`src/hdl/oate_pkg.sv`:
```
`timescale 1ns / 1ps
// ----------------------------------------------------------------------------
// oate_pkg: shared definitions for the overload action trigger evaluator
// constants, field widths, fsm states and divider interface types
// ----------------------------------------------------------------------------
package oate_pkg;

   localparam int TRIGGER_COUNT = 4;
   localparam int FRACTION_BITS = 16;
   localparam int SLOT_COUNT    = 4;
   localparam int SLOT_W        = 2;

   localparam int PRESSURE_W = 17;
   localparam int START_W    = 18;
   localparam int LEVEL_W    = 17;
   localparam int DEN_W      = 18;
   localparam int QUO_W      = FRACTION_BITS;
   localparam int DIV_CNT_W  = $clog2(FRACTION_BITS);

   localparam int CSR_INDEX_W = 3;
   localparam int CSR_DATA_W  = 18;
   localparam int REQ_TDATA_W = 24;
   localparam int REQ_TUSER_W = 2;
   localparam int RSP_TDATA_W = 40;
   localparam int RSP_PAD_W   = RSP_TDATA_W - (2 * LEVEL_W + 3);

   // level of a saturated trigger, fits in the level width
   localparam logic [LEVEL_W-1:0] UNIT_LEVEL = LEVEL_W'(64'd1 << FRACTION_BITS);

   localparam logic signed [START_W-1:0] START_RESET = 18'sd131071;
   localparam logic [PRESSURE_W-1:0]     FULL_RESET  = 17'd131071;

   // low bit of a csr index selects the threshold kind
   localparam logic CSR_SEL_START = 1'b0;
   localparam logic CSR_SEL_FULL  = 1'b1;

   localparam logic [SLOT_W-1:0]    SCAN_LAST     = SLOT_W'(TRIGGER_COUNT - 1);
   localparam logic [DIV_CNT_W-1:0] DIV_CNT_LAST  = DIV_CNT_W'(FRACTION_BITS - 1);

   typedef enum logic [2:0] {
      ST_IDLE,
      ST_SETUP,
      ST_DIVIDE,
      ST_SCAN,
      ST_EMIT
   } state_type;

   typedef struct packed {
      logic                  start;
      logic [PRESSURE_W-1:0] dividend;
      logic [DEN_W-1:0]      divisor;
   } div_req_type;

   typedef struct packed {
      logic             done;
      logic [QUO_W-1:0] quotient;
   } div_rsp_type;

endpackage

```
`src/hdl/oate_div.sv`:
```
`timescale 1ns / 1ps
// ----------------------------------------------------------------------------
// oate_div: bit-serial restoring divider
// forms floor((dividend << FRACTION_BITS) / divisor), one quotient bit a cycle
// ----------------------------------------------------------------------------
module oate_div (
   input  logic                 clock,
   input  logic                 reset,
   input  oate_pkg::div_req_type div_req,
   output oate_pkg::div_rsp_type div_rsp
);
   import oate_pkg::*;

   logic                 busy_ff, busy_in;
   logic                 done_ff, done_in;
   logic [DIV_CNT_W-1:0] cnt_ff, cnt_in;
   logic [DEN_W-1:0]     rem_ff, rem_in;
   logic [DEN_W-1:0]     divisor_ff, divisor_in;
   logic [QUO_W-1:0]     quo_ff, quo_in;
   logic [DEN_W:0]       trial;
   logic [DEN_W:0]       trial_sub;
   logic                 take;

   // remainder stays below the divisor, so the doubled value fits one extra bit
   always_comb begin
      trial     = {rem_ff, 1'b0};
      trial_sub = trial - {1'b0, divisor_ff};
      take      = (trial >= {1'b0, divisor_ff});
   end

   always_comb begin
      busy_in    = busy_ff;
      done_in    = 1'b0;
      cnt_in     = cnt_ff;
      rem_in     = rem_ff;
      divisor_in = divisor_ff;
      quo_in     = quo_ff;
      if (div_req.start) begin
         busy_in    = 1'b1;
         cnt_in     = '0;
         rem_in     = DEN_W'(div_req.dividend);
         divisor_in = div_req.divisor;
      end else if (busy_ff) begin
         rem_in = take ? trial_sub[DEN_W-1:0] : trial[DEN_W-1:0];
         quo_in = {quo_ff[QUO_W-2:0], take};
         cnt_in = cnt_ff + 1'b1;
         if (cnt_ff == DIV_CNT_LAST) begin
            busy_in = 1'b0;
            done_in = 1'b1;
         end
      end
   end

   always_ff @(posedge clock) begin
      if (reset) begin
         busy_ff <= 1'b0;
         done_ff <= 1'b0;
         cnt_ff  <= '0;
      end else begin
         busy_ff <= busy_in;
         done_ff <= done_in;
         cnt_ff  <= cnt_in;
      end
   end

   always_ff @(posedge clock) begin
      rem_ff     <= rem_in;
      divisor_ff <= divisor_in;
      quo_ff     <= quo_in;
   end

   assign div_rsp.done     = done_ff;
   assign div_rsp.quotient = quo_ff;

endmodule

```
`src/hdl/overload_action_trigger_evaluator.sv`:
```
`timescale 1ns / 1ps
// ----------------------------------------------------------------------------
// overload_action_trigger_evaluator: per-trigger level and overall action level
// ramp levels come from a bit-serial divider, the action level from a scan
// ----------------------------------------------------------------------------
// flow: an accepted req word passes setup, the serial divider on a ramp reading
//   (skipped when the level is 0 or full), the trigger scan and emit, which
//   waits for a free result register; a new word is taken only after emit,
//   paced by the one-bit-per-cycle divider and the one-trigger-per-cycle scan
// reset: synchronous, active high; clears levels, action level and fsm, and
//   loads every threshold with 131071
module overload_action_trigger_evaluator (
   input  logic                                 clock,
   input  logic                                 reset,
   // input channel
   input  logic                                 req_tvalid,
   output logic                                 req_tready,
   input  logic [oate_pkg::REQ_TDATA_W-1:0]     req_tdata,  // pressure[16:0], zero pad
   input  logic [oate_pkg::REQ_TUSER_W-1:0]     req_tuser,  // trigger_index[1:0]
   // result channel
   output logic                                 rsp_tvalid,
   input  logic                                 rsp_tready,
   // trigger_level[16:0], trigger_full[17], action_level[34:18],
   // action_full[35], action_changed[36], zero pad
   output logic [oate_pkg::RSP_TDATA_W-1:0]     rsp_tdata,
   // threshold write channel
   input  logic                                 csr_valid,
   output logic                                 csr_ready,
   input  logic [oate_pkg::CSR_INDEX_W-1:0]     csr_index,
   input  logic [oate_pkg::CSR_DATA_W-1:0]      csr_data
);
   import oate_pkg::*;

   // fsm
   state_type state_ff, state_in;

   // thresholds, one pair per trigger slot
   logic signed [START_W-1:0] start_cfg_ff [SLOT_COUNT];
   logic [PRESSURE_W-1:0]     full_cfg_ff  [SLOT_COUNT];

   // stored levels and the running action level
   logic [LEVEL_W-1:0] levels_ff [SLOT_COUNT];
   logic [LEVEL_W-1:0] cur_act_ff, cur_act_in;

   // per-word working registers
   logic [SLOT_W-1:0]     idx_ff, idx_in;
   logic [PRESSURE_W-1:0] pressure_ff, pressure_in;
   logic [LEVEL_W-1:0]    level_ff, level_in;
   logic [LEVEL_W-1:0]    act_ff, act_in;
   logic                  skip_ff, skip_in;
   logic [SLOT_W-1:0]     scan_ff, scan_in;

   // result register
   logic                  rsp_valid_ff, rsp_valid_in;
   logic [LEVEL_W-1:0]    out_level_ff, out_level_in;
   logic                  out_tfull_ff, out_tfull_in;
   logic [LEVEL_W-1:0]    out_act_ff, out_act_in;
   logic                  out_afull_ff, out_afull_in;
   logic                  out_changed_ff, out_changed_in;

   // fsm outputs
   logic req_take;
   logic emit_load;
   logic level_write;

   // setup-stage classification of the reading
   logic signed [START_W-1:0] sel_start;
   logic [PRESSURE_W-1:0]     sel_full;
   logic                      idx_valid;
   logic                      at_or_below;
   logic                      at_or_above;
   logic [START_W:0]          num_wide;
   logic [START_W:0]          den_wide;
   logic [LEVEL_W-1:0]        scan_cand;

   div_req_type div_req;
   div_rsp_type div_rsp;

   oate_div u_div (
      .clock   (clock),
      .reset   (reset),
      .div_req (div_req),
      .div_rsp (div_rsp)
   );

   // ramp bounds: start < p < full, so p - start < full - start < 2^18
   always_comb begin
      sel_start   = start_cfg_ff[idx_ff];
      sel_full    = full_cfg_ff[idx_ff];
      idx_valid   = (int'(idx_ff) < TRIGGER_COUNT);
      at_or_below = ($signed({1'b0, pressure_ff}) <= sel_start);
      at_or_above = (pressure_ff >= sel_full);
      num_wide    = {2'b00, pressure_ff} - {sel_start[START_W-1], sel_start};
      den_wide    = {2'b00, sel_full} - {sel_start[START_W-1], sel_start};
      // the level being updated is not in the store yet
      scan_cand   = (scan_ff == idx_ff) ? level_ff : levels_ff[scan_ff];
   end

   // next state
   always_comb begin
      state_in = state_ff;
      unique case (state_ff)
         ST_IDLE: begin
            if (req_tvalid) state_in = ST_SETUP;
         end
         ST_SETUP: begin
            if (!idx_valid)                      state_in = ST_EMIT;
            else if (at_or_below || at_or_above) state_in = ST_SCAN;
            else                                 state_in = ST_DIVIDE;
         end
         ST_DIVIDE: begin
            if (div_rsp.done) state_in = ST_SCAN;
         end
         ST_SCAN: begin
            if (scan_ff == SCAN_LAST) state_in = ST_EMIT;
         end
         ST_EMIT: begin
            if (!rsp_valid_ff || rsp_tready) state_in = ST_IDLE;
         end
         default: state_in = ST_IDLE;
      endcase
   end

   // fsm outputs
   always_comb begin
      req_tready       = 1'b0;
      div_req.start    = 1'b0;
      div_req.dividend = num_wide[PRESSURE_W-1:0];
      div_req.divisor  = den_wide[DEN_W-1:0];
      emit_load        = 1'b0;
      level_write      = 1'b0;
      unique case (state_ff)
         ST_IDLE:   req_tready = 1'b1;
         ST_SETUP:  div_req.start = idx_valid && !at_or_below && !at_or_above;
         ST_DIVIDE: ;
         ST_SCAN:   level_write = (scan_ff == SCAN_LAST);
         ST_EMIT:   emit_load = !rsp_valid_ff || rsp_tready;
         default:   ;
      endcase
   end

   assign req_take = req_tvalid && req_tready;

   // datapath next values
   always_comb begin
      idx_in         = idx_ff;
      pressure_in    = pressure_ff;
      level_in       = level_ff;
      act_in         = act_ff;
      skip_in        = skip_ff;
      scan_in        = scan_ff;
      cur_act_in     = cur_act_ff;
      rsp_valid_in   = rsp_valid_ff;
      out_level_in   = out_level_ff;
      out_tfull_in   = out_tfull_ff;
      out_act_in     = out_act_ff;
      out_afull_in   = out_afull_ff;
      out_changed_in = out_changed_ff;

      if (req_take) begin
         idx_in      = req_tuser[SLOT_W-1:0];
         pressure_in = req_tdata[PRESSURE_W-1:0];
      end

      if (state_ff == ST_SETUP) begin
         skip_in = !idx_valid;
         scan_in = '0;
         // a dropped reading keeps the action level as it is
         act_in  = idx_valid ? '0 : cur_act_ff;
         if (!idx_valid || at_or_below) level_in = '0;
         else if (at_or_above)          level_in = UNIT_LEVEL;
      end

      if (state_ff == ST_DIVIDE && div_rsp.done) begin
         level_in = LEVEL_W'(div_rsp.quotient);
      end

      // running maximum, one trigger per cycle
      if (state_ff == ST_SCAN) begin
         scan_in = scan_ff + 1'b1;
         if (scan_cand > act_ff) act_in = scan_cand;
      end

      if (rsp_valid_ff && rsp_tready) rsp_valid_in = 1'b0;

      if (emit_load) begin
         rsp_valid_in   = 1'b1;
         out_level_in   = level_ff;
         out_tfull_in   = !skip_ff && (level_ff == UNIT_LEVEL);
         out_act_in     = act_ff;
         out_afull_in   = (act_ff == UNIT_LEVEL);
         out_changed_in = (act_ff != cur_act_ff);
         cur_act_in     = act_ff;
      end
   end

   // control and state registers
   always_ff @(posedge clock) begin
      if (reset) begin
         state_ff     <= ST_IDLE;
         rsp_valid_ff <= 1'b0;
         cur_act_ff   <= '0;
         for (int k = 0; k < SLOT_COUNT; k++) begin
            levels_ff[k]    <= '0;
            start_cfg_ff[k] <= START_RESET;
            full_cfg_ff[k]  <= FULL_RESET;
         end
      end else begin
         state_ff     <= state_in;
         rsp_valid_ff <= rsp_valid_in;
         cur_act_ff   <= cur_act_in;
         if (level_write) levels_ff[idx_ff] <= level_ff;
         // threshold writes, index bit 0 picks start or full
         if (csr_valid && csr_ready) begin
            if (csr_index[0] == CSR_SEL_FULL) begin
               full_cfg_ff[csr_index[CSR_INDEX_W-1:1]] <= csr_data[PRESSURE_W-1:0];
            end else begin
               start_cfg_ff[csr_index[CSR_INDEX_W-1:1]] <= $signed(csr_data[START_W-1:0]);
            end
         end
      end
   end

   // payload registers
   always_ff @(posedge clock) begin
      idx_ff         <= idx_in;
      pressure_ff    <= pressure_in;
      level_ff       <= level_in;
      act_ff         <= act_in;
      skip_ff        <= skip_in;
      scan_ff        <= scan_in;
      out_level_ff   <= out_level_in;
      out_tfull_ff   <= out_tfull_in;
      out_act_ff     <= out_act_in;
      out_afull_ff   <= out_afull_in;
      out_changed_ff <= out_changed_in;
   end

   // threshold writes are taken at once; the writer keeps them clear of words
   // in flight
   assign csr_ready  = 1'b1;
   assign rsp_tvalid = rsp_valid_ff;
   assign rsp_tdata  = {RSP_PAD_W'(0), out_changed_ff, out_afull_ff, out_act_ff,
                        out_tfull_ff, out_level_ff};

   // divider finishes only while the fsm waits for it
   a_div_done_in_divide: assert property (@(posedge clock) disable iff (reset)
      div_rsp.done |-> state_ff == ST_DIVIDE)
      else $error("divider done outside divide state");

   // the action level covers the freshly computed trigger level
   a_act_covers_level: assert property (@(posedge clock) disable iff (reset)
      (state_ff == ST_EMIT && !skip_ff) |-> act_ff >= level_ff)
      else $error("action level below new trigger level");

   // change flag compares against the action level held before the word
   a_changed_flag: assert property (@(posedge clock) disable iff (reset)
      emit_load |=> out_changed_ff == (out_act_ff != $past(cur_act_ff)))
      else $error("action change flag inconsistent");

   // a dropped reading never reports a change or a full trigger
   a_skip_no_change: assert property (@(posedge clock) disable iff (reset)
      (emit_load && skip_ff) |=> !out_changed_ff && !out_tfull_ff)
      else $error("dropped reading changed the action level");

endmodule

```
`config.mk`:
```
export PLATFORM = sky130hd
export DESIGN_NAME = overload_action_trigger_evaluator
export DESIGN_NICKNAME = d
export VERILOG_FILES = /design/src/hdl/oate_pkg.sv /design/src/hdl/oate_div.sv /design/src/hdl/overload_action_trigger_evaluator.sv
export SDC_FILE = /design/constraint.sdc
export NUM_CORES = 1
export LEC_CHECK = 0
export BUFFER_PORTS_ARGS = -buffer_cell sky130_fd_sc_hd__buf_2
export CORE_MARGIN = 4
export CORE_UTILIZATION = 45
export DETAILED_ROUTE_END_ITERATION = 12
export PLACE_DENSITY_LB_ADDON = 0.08
export SETUP_SLACK_MARGIN = 0.5
export SYNTH_ARGS = -nofsm -noshare
export SYNTH_HDL_FRONTEND = slang
export SYNTH_SLANG_ARGS = --single-unit
```
`constraint.sdc`:
```
create_clock -name clock -period 4.75 [get_ports clock]
set_clock_uncertainty 0.05 [all_clocks]
set_input_delay 0.7125 -clock clock [delete_from_list [all_inputs] [get_ports clock]]
set_output_delay 0.7125 -clock clock [all_outputs]
set_load 0.01 [all_outputs]
```
==> results of run 1 <==
synthesized netlist by cell type, types with 3 or more instances:
cell	count
edfxtp_1	333
or2_2	93
and2_1	88
ha_1	88
inv_1	88
nand2b_1	69
a21oi_1	68
nand2_1	62
mux4_2	52
dfxtp_1	50
nor2_1	49
xnor2_1	39
mux2_2	34
clkbuf_1	32
mux2i_1	24
nor3_1	24
a21o_1	21
o21ai_0	19
xor2_1	18
o21a_1	15
nand3_1	14
nand4_1	13
nor4_1	13
a211oi_1	11
nor2b_1	11
buf_4	9
buf_2	7
o31a_1	7
a31oi_1	6
and3_1	6
o31ai_1	5
a221oi_1	4
nor3b_1	4
o21ai_1	4
o21bai_1	4
a41o_1	3
buf_6	3
fa_1	3
nand3b_1	3
o211ai_1	3
or3_1	3
worst max-delay path, stage by stage, from the launching register on:
cell	delay, ns
dfxtp_2	0.39
buf_4	0.25
mux4_2	0.66
fa_1	0.46
nand2b_1	0.17
nor3b_2	0.17
o31ai_4	0.29
a311oi_1	0.19
o21ai_2	0.24
nand3_4	0.16
nor2_8	0.17
buf_4	0.21
nor2b_1	0.07
buf_4	0.21
sequential cells by signal, indices dropped and copies added, names as in the netlist, 2 cells and up, named ones only:
register	flops
u_div.rem_ff	18
level_ff	17
u_div.divisor_ff	18
u_div.cnt_ff	4
u_div.quo_ff	16
scan_ff	2
out_level_ff	17
full_cfg_ff	68
state_ff	3
pressure_ff	17
out_act_ff	17
start_cfg_ff	72
act_ff	17
idx_ff	2
levels_ff	68
cur_act_ff	17
through the flow:
stage | setup WS, ns | total power [W] | cell area [um2] | utilization [%]
floorplan | 0.524 | 0.00663 | 19100 | -
global placement | 0.611 | 0.00745 | 20200 | 48.2
detailed placement | 0.580 | 0.00748 | 20200 | 48.2
CTS | 0.564 | 0.0108 | 21600 | 51.5
global route | 0.593 | 0.0113 | 21700 | 51.7
finish | 0.761 | 0.0107 | 21700 | 51.7
cells by family (layout without fill, tap and decap cells):
| family | Yosys count | after routing | share of synthesized area (%) |
|---|---|---|---|
| AOI/OAI and AO/OA | 196 | 196 | 6.93 |
| other | 2 | 5 | 0.0393 |
| adders and majority gates | 91 | 91 | 6.08 |
| and+or+nand+nor | 466 | 466 | 14.1 |
| DFF | 383 | 383 | 57.6 |
| muxes | 111 | 111 | 9.45 |
| xor gates and xnor gates | 57 | 57 | 2.61 |
| buffers and inverters | 144 | 294 | 3.23 |
layout make-up:
cell class / instances / area, um2
diodes: 1 / 2.50
clock buffers: 56 / 1180
clock inverters: 22 / 188
fillers: 3590 / 20300
inverters: 90 / 339
multi-input cells: 925 / 7520
flip-flops and latches: 383 / 11000
well taps: 539 / 674
repair buffers: 126 / 763
per-layer routing:
metal  routed length (um)  track usage (%)
met1                20700             27.5
met2                19300             29.6
met3                 1760             3.00
met4                  755             4.21
met5                    0                0
repair_timing:
| item | CTS | global route |
|---|---|---|
| endpoints found under the setup margin | 0 | 33 |
| setup buffers | 0 | 9 |
| resized for setup | 0 | 1 |
| hold endpoints to repair | 0 | 0 |
final timing paths:
| kind | startpoint | endpoint | slack, ns | depth (start not counted) |
|---|---|---|---|---|
| worst max-delay path | register | u_div.quo_ff[4] | 0.76 | 13 |
| worst min-delay path | req_tdata[2] | pressure_ff[2] | 0.28 | 1 |
| worst max register to register | register | u_div.quo_ff[4] | 0.76 | 13 |
| worst min register to register | u_div.quo_ff[14] | u_div.quo_ff[15] | 0.38 | 0 |
power by group:
| part | switching (W) | leakage, nW | internal [W] |
|---|---|---|---|
| Combinational | 0.00175 | 3.77 | 0.00136 |
| Sequential | 0.000228 | 3.66 | 0.00409 |
| Clock | 0.00131 | 0.683 | 0.00192 |
| Total | 0.00329 | 8.11 | 0.00737 |
==> reports/metrics.yaml, run 1 <==
floorplanning:
  die_x_um: 214
  dieArea_mm2: 0.0458
  row_count: 75
  io_pins: 95
  chipHeight_um: 214
  initial_utilization_pct: 45.6
  coreArea_mm2: 0.0419
synthesis:
  ys_types: 79
  avgSynthCellArea_um2: 13.2
  yosysTopAreaCellShare_pct: 52.3
  synthArstFlopShare_pct: 0
  synth_cells: 1450
  ys_warn_count: 0
  synth_edf_count: 333
  synthFlopType: "edfxtp_1"
  synth_seq_cells: 383
  netlist_area_mm2: 0.0191
  ys_seq_area_share_pct: 57.6
  yosys-top-cells-area: "edfxtp_1 (52%), mux4_2 (6.1%), ha_1 (5.8%), dfxtp_1 (5.2%), or2_2 (3.0%)"
  yosys.area.top_type: "edfxtp_1"
finish:
  layout_common_cells: "edfxtp_1 (333), or2_2 (92), inv_1 (88), and2_1 (88), ha_1 (88)"
  drive_above_1_share_pct: 24.7
  layout_commonest_cell: "edfxtp_1"
  area_growth_pct: 13.4
  fin_nets: 1712
  layout.cells.non_filler: 2142
clock_tree:
  cts_made_buffers: 43
  path_clk_slew_ns: 0.06
  cts_hold_buf: 0
  clockBufferDepth: 3
  cts_tree: "yes"
  htree_levels: 2
  clock-sinks: 383
  cts_root_buffer: "clkbuf_16"
  insertion_delay_ns: 0.56
sta:
  setup_tns_ns: 0
  max_freq_mhz: 251
  period_needed_ns: 3.99
  tightest_slew_ns: 1.15
  period_share_pct: 84.0
  slew_viol_final: 0
  grt_setup_unrepaired: "false"
  hold_viol: 0
  whs_ns: 0.280
  slew_headroom_pct: 23.2
  setup_viol: 0
drt:
  remaining_drc_errors: 0
  vias: 11339
  drtIter0Drc: 655
  routedWlPerCell_um: 19.8
  firstDrtPassIters: 4
  wl_mm: 42.5
  viasPerCell: 5.29
  antenna_left: 0
place:
  place_hpwl_mm: 29.9
  dp.cells: 2054
  port_buffers: 83
  routabilityCongestion: 0.831
global_route:
  grt-ovfl-total: 0
  grtUsageTotal_pct: 18.7
  antenna_found_initial: 1
  grt_max_degree: 55
  grt_pass1_vias: 11752
  grt_pass1_wl_mm: 67.6
worst_setup_path:
  arrival_ns: 4.22
  cp-start-kind: "register"
  required_ns: 4.98
  worstSetupPathType: "register to register"
  critPathCaptureType: "register"
  cp_max_fo: 16
power_and_ir_drop:
  irDropWorstVdd_mv: 0.307
  power_density_mw_per_mm2: 492
  p_leak_nw: 8.11
hold_path:
  hold_path.class: "primary input to register"
outcome:
  status: "completed"
job:
  maxCapViolations: 0
Note: power is estimated with default switching activity, not from simulation.
==> run 2: changes to the inputs <==
==> constraint.sdc (replaced) <==
create_clock -name clock -period 4 [get_ports clock]
set_clock_uncertainty 0.05 [all_clocks]
set_input_delay 0.6 -clock clock [delete_from_list [all_inputs] [get_ports clock]]
set_output_delay 0.6 -clock clock [all_outputs]
set_load 0.01 [all_outputs]
==> run 2 against run 1 <==
Core utilization increased by 1.8 points. Global-route usage about the same. First-iteration DRC count decreased by 4.0%. Non-clock buffer count increased by 43. Critical endpoint is now u_div.rem_ff[13].
==> reports/metrics.yaml, run 2 (same netlist as run 1, synthesis figures left out) <==
floorplanning:
  coreArea_mm2: 0.0419
  die_x_um: 214
  initial_utilization_pct: 45.6
  row_count: 75
  io_pins: 95
  dieArea_mm2: 0.0458
  chipHeight_um: 214
sta:
  tightest_slew_ns: 0.912
  slew_headroom_pct: 39.2
  setup_tns_ns: 0
  setup_viol: 0
  grt_setup_unrepaired: "true"
  setup_slack_ns: 0.382
  slew_viol_final: 0
  period_share_pct: 90.4
  max_freq_mhz: 276
  period_needed_ns: 3.62
  hold_viol: 0
worst_setup_path:
  crit_buf_inv: 2
  rr_worst_depth: 13
  cp-start-kind: "register"
  critPathCaptureType: "register"
  crit_family: "multiplexers"
  path_depth: 13
  worstSetupPathType: "register to register"
  r2r_slack_ns: 0.38
  arrival_ns: 3.86
  path_cells: "buf_12, mux4_2, ha_4, fa_2, nand2b_4, nor3b_4, o31ai_4, a311oi_2, o21ai_2, nand3_4, nor2_8, buf_12, mux2_4"
  cp_max_fo: 7
  cpMostUsedCell: "buf_12"
  required_ns: 4.24
  slowest_delay_ns: 0.60
  critPathSlowestCell: "mux4_2"
global_route:
  grtUsageTotal_pct: 18.7
  antenna_found_initial: 1
  grt_pass1_wl_mm: 67.1
  grt_pass1_vias: 11688
  grt_max_degree: 52
  grt-ovfl-total: 0
place:
  routabilityCongestion: 0.888
  place_hpwl_mm: 29.9
  dp.cells: 2076
  port_buffers: 83
  pre_cts_slack_ns: 0.109
finish:
  drive_above_1_share_pct: 28.4
  nFillCells: 3563
  fin_util_pct: 53.5
  area_growth_pct: 17.4
  fin_nets: 1758
  n_antenna_cell: 0
  layout_common_cells: "edfxtp_1 (333), or2_2 (92), and2_1 (88)"
  largest_reg_flops: 72
  layout.cells.non_filler: 2186
  reg_top3: "start_cfg_ff (72), full_cfg_ff (68), levels_ff (68)"
  regMostFlops: "start_cfg_ff"
  layout_commonest_cell: "edfxtp_1"
drt:
  drtIter0Drc: 629
  wl_mm: 43.0
  firstDrtPassIters: 5
  antenna_left: 0
  remaining_drc_errors: 0
  routedWlPerCell_um: 19.7
  viasPerCell: 5.27
  vias: 11524
clock_tree:
  clockBufferDepth: 3
  insertion_delay_ns: 0.57
  cts_tree: "yes"
  cts_made_buffers: 43
  htree_levels: 2
  cts_root_buffer: "clkbuf_16"
  path_clk_slew_ns: 0.07
  clock-sinks: 383
power_and_ir_drop:
  p_leak_nw: 8.40
  irDropWorstVdd_mv: 0.341
  power_density_mw_per_mm2: 590
hold_path:
  min_path_cells: 1
  hold_path.class: "primary input to register"
outcome:
  status: "completed"
job:
  maxCapViolations: 0
-- run 2: cell count changes in the layout (fill, tap and decap cells not counted), sizes merged --
| cell | previous run | this run |
|---|---|---|
| buf | 126 | 168 |
| clkinv | 18 | 14 |
| bufinv | 3 | 5 |
| clkinvlp | 1 | 3 |
| or2 | 93 | 95 |
| clkbuf | 56 | 55 |
| diode | 1 | 0 |
| inv | 90 | 91 |
| nand2b | 69 | 70 |
-- run 2: worst reg2reg max path: cells and delay by family, from the launching register on --
| family | cells | cell delay (ns) |
|---|---|---|
| flip-flops | 1 | 0.37 |
| multiplexers | 2 | 0.89 |
| adder cells (fa/ha/maj) | 2 | 0.54 |
| buffers and inverters | 2 | 0.27 |
| AO/OA/AOI/OAI | 3 | 0.58 |
| AND/OR/NAND/NOR | 4 | 0.64 |
-- run 2: metrics by stage --
stage                     power, W  hold WS (ns)  instance area (um2)
after floorplan            0.00789         0.367                19200
after global placement     0.00896         0.371                20400
after detailed placement   0.00902         0.375                20400
after CTS                   0.0133         0.130                22200
after global routing        0.0140         0.143                22400
final                       0.0132         0.165                22400
-- run 2: power breakdown --
group	leakage, nW	internal [W]	total, W	switching [W]
Combinational	4.05	0.00190	0.00415	0.00225
Sequential	3.66	0.00486	0.00512	0.000265
Clock	0.688	0.00237	0.00397	0.00160
Total	8.40	0.00913	0.0132	0.00411
-- run 2: worst paths after layout --
| check | start | end |
|---|---|---|
| hold / removal | req_tdata[5] | pressure_ff[5] |
| hold reg to reg | u_div.quo_ff[8] | u_div.quo_ff[9] |
| setup / recovery | register | u_div.rem_ff[13] |
| setup reg to reg | register | u_div.rem_ff[13] |
-- run 2: layer usage --
metal,GRT usage [%],vias to the layer above,share of wire [%]
met5,0,-,0
met4,4.73,0,1.8
met3,2.95,46,4.4
met2,29.3,200,46
met1,27.5,5633,48
li1,-,5645,-
-- run 2: final cells by class --
type	count	area [um2]	area share, %
clock buffer	54	1150	5.12
timing repair buffer	169	1240	5.51
multi-input combinational	928	7750	34.6
inverter	90	339	1.51
tap	539	674	3.01
sequential	383	11000	49.1
clock inverter	23	277	1.23
-- run 2: repair_timing --
action	in CTS	in global routing
resized for setup	35	23
setup endpoints to repair	96	110
buffers inserted	11	16
hold buffers	0	0
pin swaps	5	8
cloned	5	1
==> run 3: changes to the inputs <==
--- a/config.mk
+++ b/config.mk
@@ -5,6 +5,7 @@
 export SDC_FILE = /design/constraint.sdc
 export NUM_CORES = 1
 export LEC_CHECK = 0
+export ABC_AREA = 1
 export BUFFER_PORTS_ARGS = -buffer_cell sky130_fd_sc_hd__buf_2
 export CORE_MARGIN = 4
 export CORE_UTILIZATION = 45
==> constraint.sdc (replaced) <==
create_clock -name clock -period 4 [get_ports clock]
set_clock_uncertainty 0.05 [all_clocks]
set_input_delay 0.4 -clock clock [delete_from_list [all_inputs] [get_ports clock]]
set_output_delay 0.4 -clock clock [all_outputs]
set_load 0.01 [all_outputs]
==> run 3 against run 2 <==
Core utilization down 1.2 points. Synthesized cell count up 35%. Sequential share of layout area is 1.1 points higher. Highest routed layer unchanged. Non-clock buffer count is 26 lower. Clock-buffer cell count is 1 higher. Largest cell class unchanged. Sequential power increased by 2%. Hold slack lost 0.12 ns. Wire length grew 12%. Critical path type unchanged. Worst setup slack improved by 0.28 ns. Cell area fell by 2.2%. Global-route usage rose by 2.0 points.
==> reports/metrics.yaml, run 3 <==
outcome:
  status: "completed"
sta:
  setup_tns_ns: 0
  max_freq_mhz: 299
  setup_viol: 0
  grt_setup_unrepaired: "false"
  setup_slack_ns: 0.658
  hold_viol: 0
  tightest_slew_ns: 1.18
  slew_viol_final: 0
  period_share_pct: 83.5
  slew_headroom_pct: 21.1
  period_needed_ns: 3.34
worst_setup_path:
  required_ns: 4.35
  worstSetupPathType: "register to register"
  arrival_ns: 3.70
  timing.rr.end: "u_div.divisor_ff[12]"
  critPathCaptureType: "register"
  cp-start-kind: "register"
  cp_max_fo: 19
  r2r_slack_ns: 0.66
  rr_worst_depth: 17
clock_tree:
  cts_setup_buffers: 0
  insertion_delay_ns: 0.58
  cts_tree: "yes"
  cts_made_buffers: 42
  clockBufferDepth: 3
  cts_root_buffer: "clkbuf_16"
  htree_levels: 2
  path_clk_slew_ns: 0.07
  clock-sinks: 383
floorplanning:
  io_pins: 95
  dieArea_mm2: 0.0458
  initial_utilization_pct: 45.6
  coreArea_mm2: 0.0419
  row_count: 75
  die_x_um: 214
  chipHeight_um: 214
hold_path:
  hold_end: "full_cfg_ff[3][9]"
  hold_path.class: "primary input to register"
  min-delay-start: "csr_data[9]"
  min_path_cells: 3
finish:
  layout_common_cells: "nand2_1 (440), edfxtp_1 (333), nor2_1 (229)"
  fin_nets: 2214
  drive_above_1_share_pct: 12.3
  regMostFlops: "start_cfg_ff"
  nFillCells: 3805
  area_growth_pct: 14.8
  reg_top3: "start_cfg_ff (72), full_cfg_ff (68), levels_ff (68)"
  layout_commonest_cell: "nand2_1"
  stdcell_area_mm2: 0.0219
  largest_reg_flops: 72
global_route:
  antenna_found_initial: 2
  grt-ovfl-total: 0
  grt_pass1_wl_mm: 75.4
  grtUsageTotal_pct: 20.7
  grt_pass1_vias: 13643
  grt_max_degree: 55
synthesis:
  synth_common_cells: "nand2_1 (440), edfxtp_1 (333), nor2_1 (233)"
  synth_seq_cells: 383
  synth_edf_count: 333
  avgSynthCellArea_um2: 9.79
  synth_top_family_by_area: "simple AND/OR/NAND/NOR gates"
  ys_types: 56
  synth-xor-area-share_pct: 2.47
  yosys.area.top_type: "edfxtp_1"
  netlist_area_mm2: 0.0191
  synth-compound-area-share_pct: 10.4
  yosysMostFrequentCell: "nand2_1"
  synth_mux_area_share_pct: 0
  synth_cells: 1952
  ys_seq_area_share_pct: 57.6
  synthFlopType: "edfxtp_1"
  yosysTopAreaCellShare_pct: 52.3
  ys_warn_count: 0
  synthArstFlopShare_pct: 0
  synthAdderAreaFrac_pct: 6.08
  yosys.area_share.simple_pct: 17.3
  yosys-top-cells-area: "edfxtp_1 (52%), nand2_1 (8.6%), ha_1 (5.8%), dfxtp_1 (5.2%), nor2_1 (4.6%)"
drt:
  firstDrtPassIters: 5
  antenna_left: 0
  routedWlPerCell_um: 18.3
  wl_mm: 48.4
  viasPerCell: 5.29
  vias: 14000
  remaining_drc_errors: 0
  drtIter0Drc: 914
job:
  maxCapViolations: 0
place:
  pre_cts_slack_ns: 0.382
  port_buffers: 83
  routabilityCongestion: 0.905
  dpl_cell_area_mm2: 0.0202
  place_hpwl_mm: 33.1
power_and_ir_drop:
  irDropWorstVdd_mv: 0.396
  p_leak_nw: 8.86
  power_density_mw_per_mm2: 660
run 3: cell types whose count changed after synthesis, sizes merged, moves of 87 or more:
cell	change
nand2	+386
and2	-87
inv	+134
o21ai	+89
or2	-93
nor2	+194
run 3: worst max-delay path by stage:
stage | start | endpoint | slack, ns
floorplan | register | u_div.quo_ff[0] | 0.60
global placement | register | u_div.rem_ff[16] | 0.46
detailed placement | register | u_div.rem_ff[16] | 0.38
CTS | register | u_div.rem_ff[12] | 0.50
global route | register | u_div.divisor_ff[12] | 0.47
finish | register | u_div.divisor_ff[12] | 0.66
run 3: metrics by stage:
stage / hold slack [ns] / util [%] / total power [W] / instances
finish: 0.0447 / 52.3 / 0.0145 / 2645
global route: 0.0314 / 52.3 / 0.0155 / 2645
CTS: 0.000201 / 52.0 / 0.0145 / 2642
detailed placement: 0.392 / 48.3 / 0.0106 / 2546
global placement: 0.384 / 48.3 / 0.0105 / 2546
floorplan: 0.376 / - / 0.00910 / 1954
run 3: repair_timing:
item                                    in CTS  in global routing
hold buffers                                18                  1
cloned                                       0                  1
endpoints found under the hold margin       18                  1
endpoints found under the setup margin      69                 89
resized for setup                            7                 19
pin swaps                                    0                  1
run 3: report_power, final:
group          leakage, nW  switching (W)  internal [W]
combinational         4.53        0.00352       0.00194
sequential            3.66       0.000269       0.00497
clock                0.665        0.00163       0.00215
run 3: layout make-up:
type | count | area (um2) | share of cell area, %
timing repair buffer | 143 | 992 | 4.52
sequential | 383 | 11000 | 50.1
multi-input combinational | 1278 | 7090 | 32.3
clock inverter | 23 | 213 | 0.969
clock buffer | 55 | 1130 | 5.15
tap | 539 | 674 | 3.07
inverter | 223 | 842 | 3.84
antenna | 1 | 2.50 | 0.0114
run 3: layer usage:
| metal | vias up | share of wire [%] | track usage (%) |
|---|---|---|---|
| met5 | - | 0 | 0 |
| met4 | 0 | 3.1 | 6.68 |
| met3 | 90 | 6.3 | 3.81 |
| met2 | 391 | 43 | 30.5 |
| met1 | 6619 | 48 | 31.0 |
| li1 | 6900 | - | - |
run 3: kinds of logic (layout without fill, tap and decap cells):
| group | Yosys count | after routing |
|---|---|---|
| and+or+nand+nor | 801 | 801 |
| DFF | 383 | 383 |
| AOI/OAI and AO/OA | 328 | 328 |
| buffers and inverters | 293 | 444 |
| adders and majority gates | 91 | 91 |
| xor gates and xnor gates | 54 | 54 |
| other | 2 | 5 |
run 3: worst max-delay path: stages, from the launching register on:
cell and delay (ns):
dfxtp_2 0.35, inv_4 0.16, buf_12 0.18, nand2_1 0.08, a32oi_2 0.32, inv_1 0.09, ha_1 0.26, fa_1 0.43
o21ai_2 0.22, inv_1 0.06, nor2_1 0.16, nor2_1 0.11, o21ai_2 0.21, nand2_1 0.08, nand2_1 0.09, nand2_1 0.06
nand2_1 0.07, xor2_1 0.20
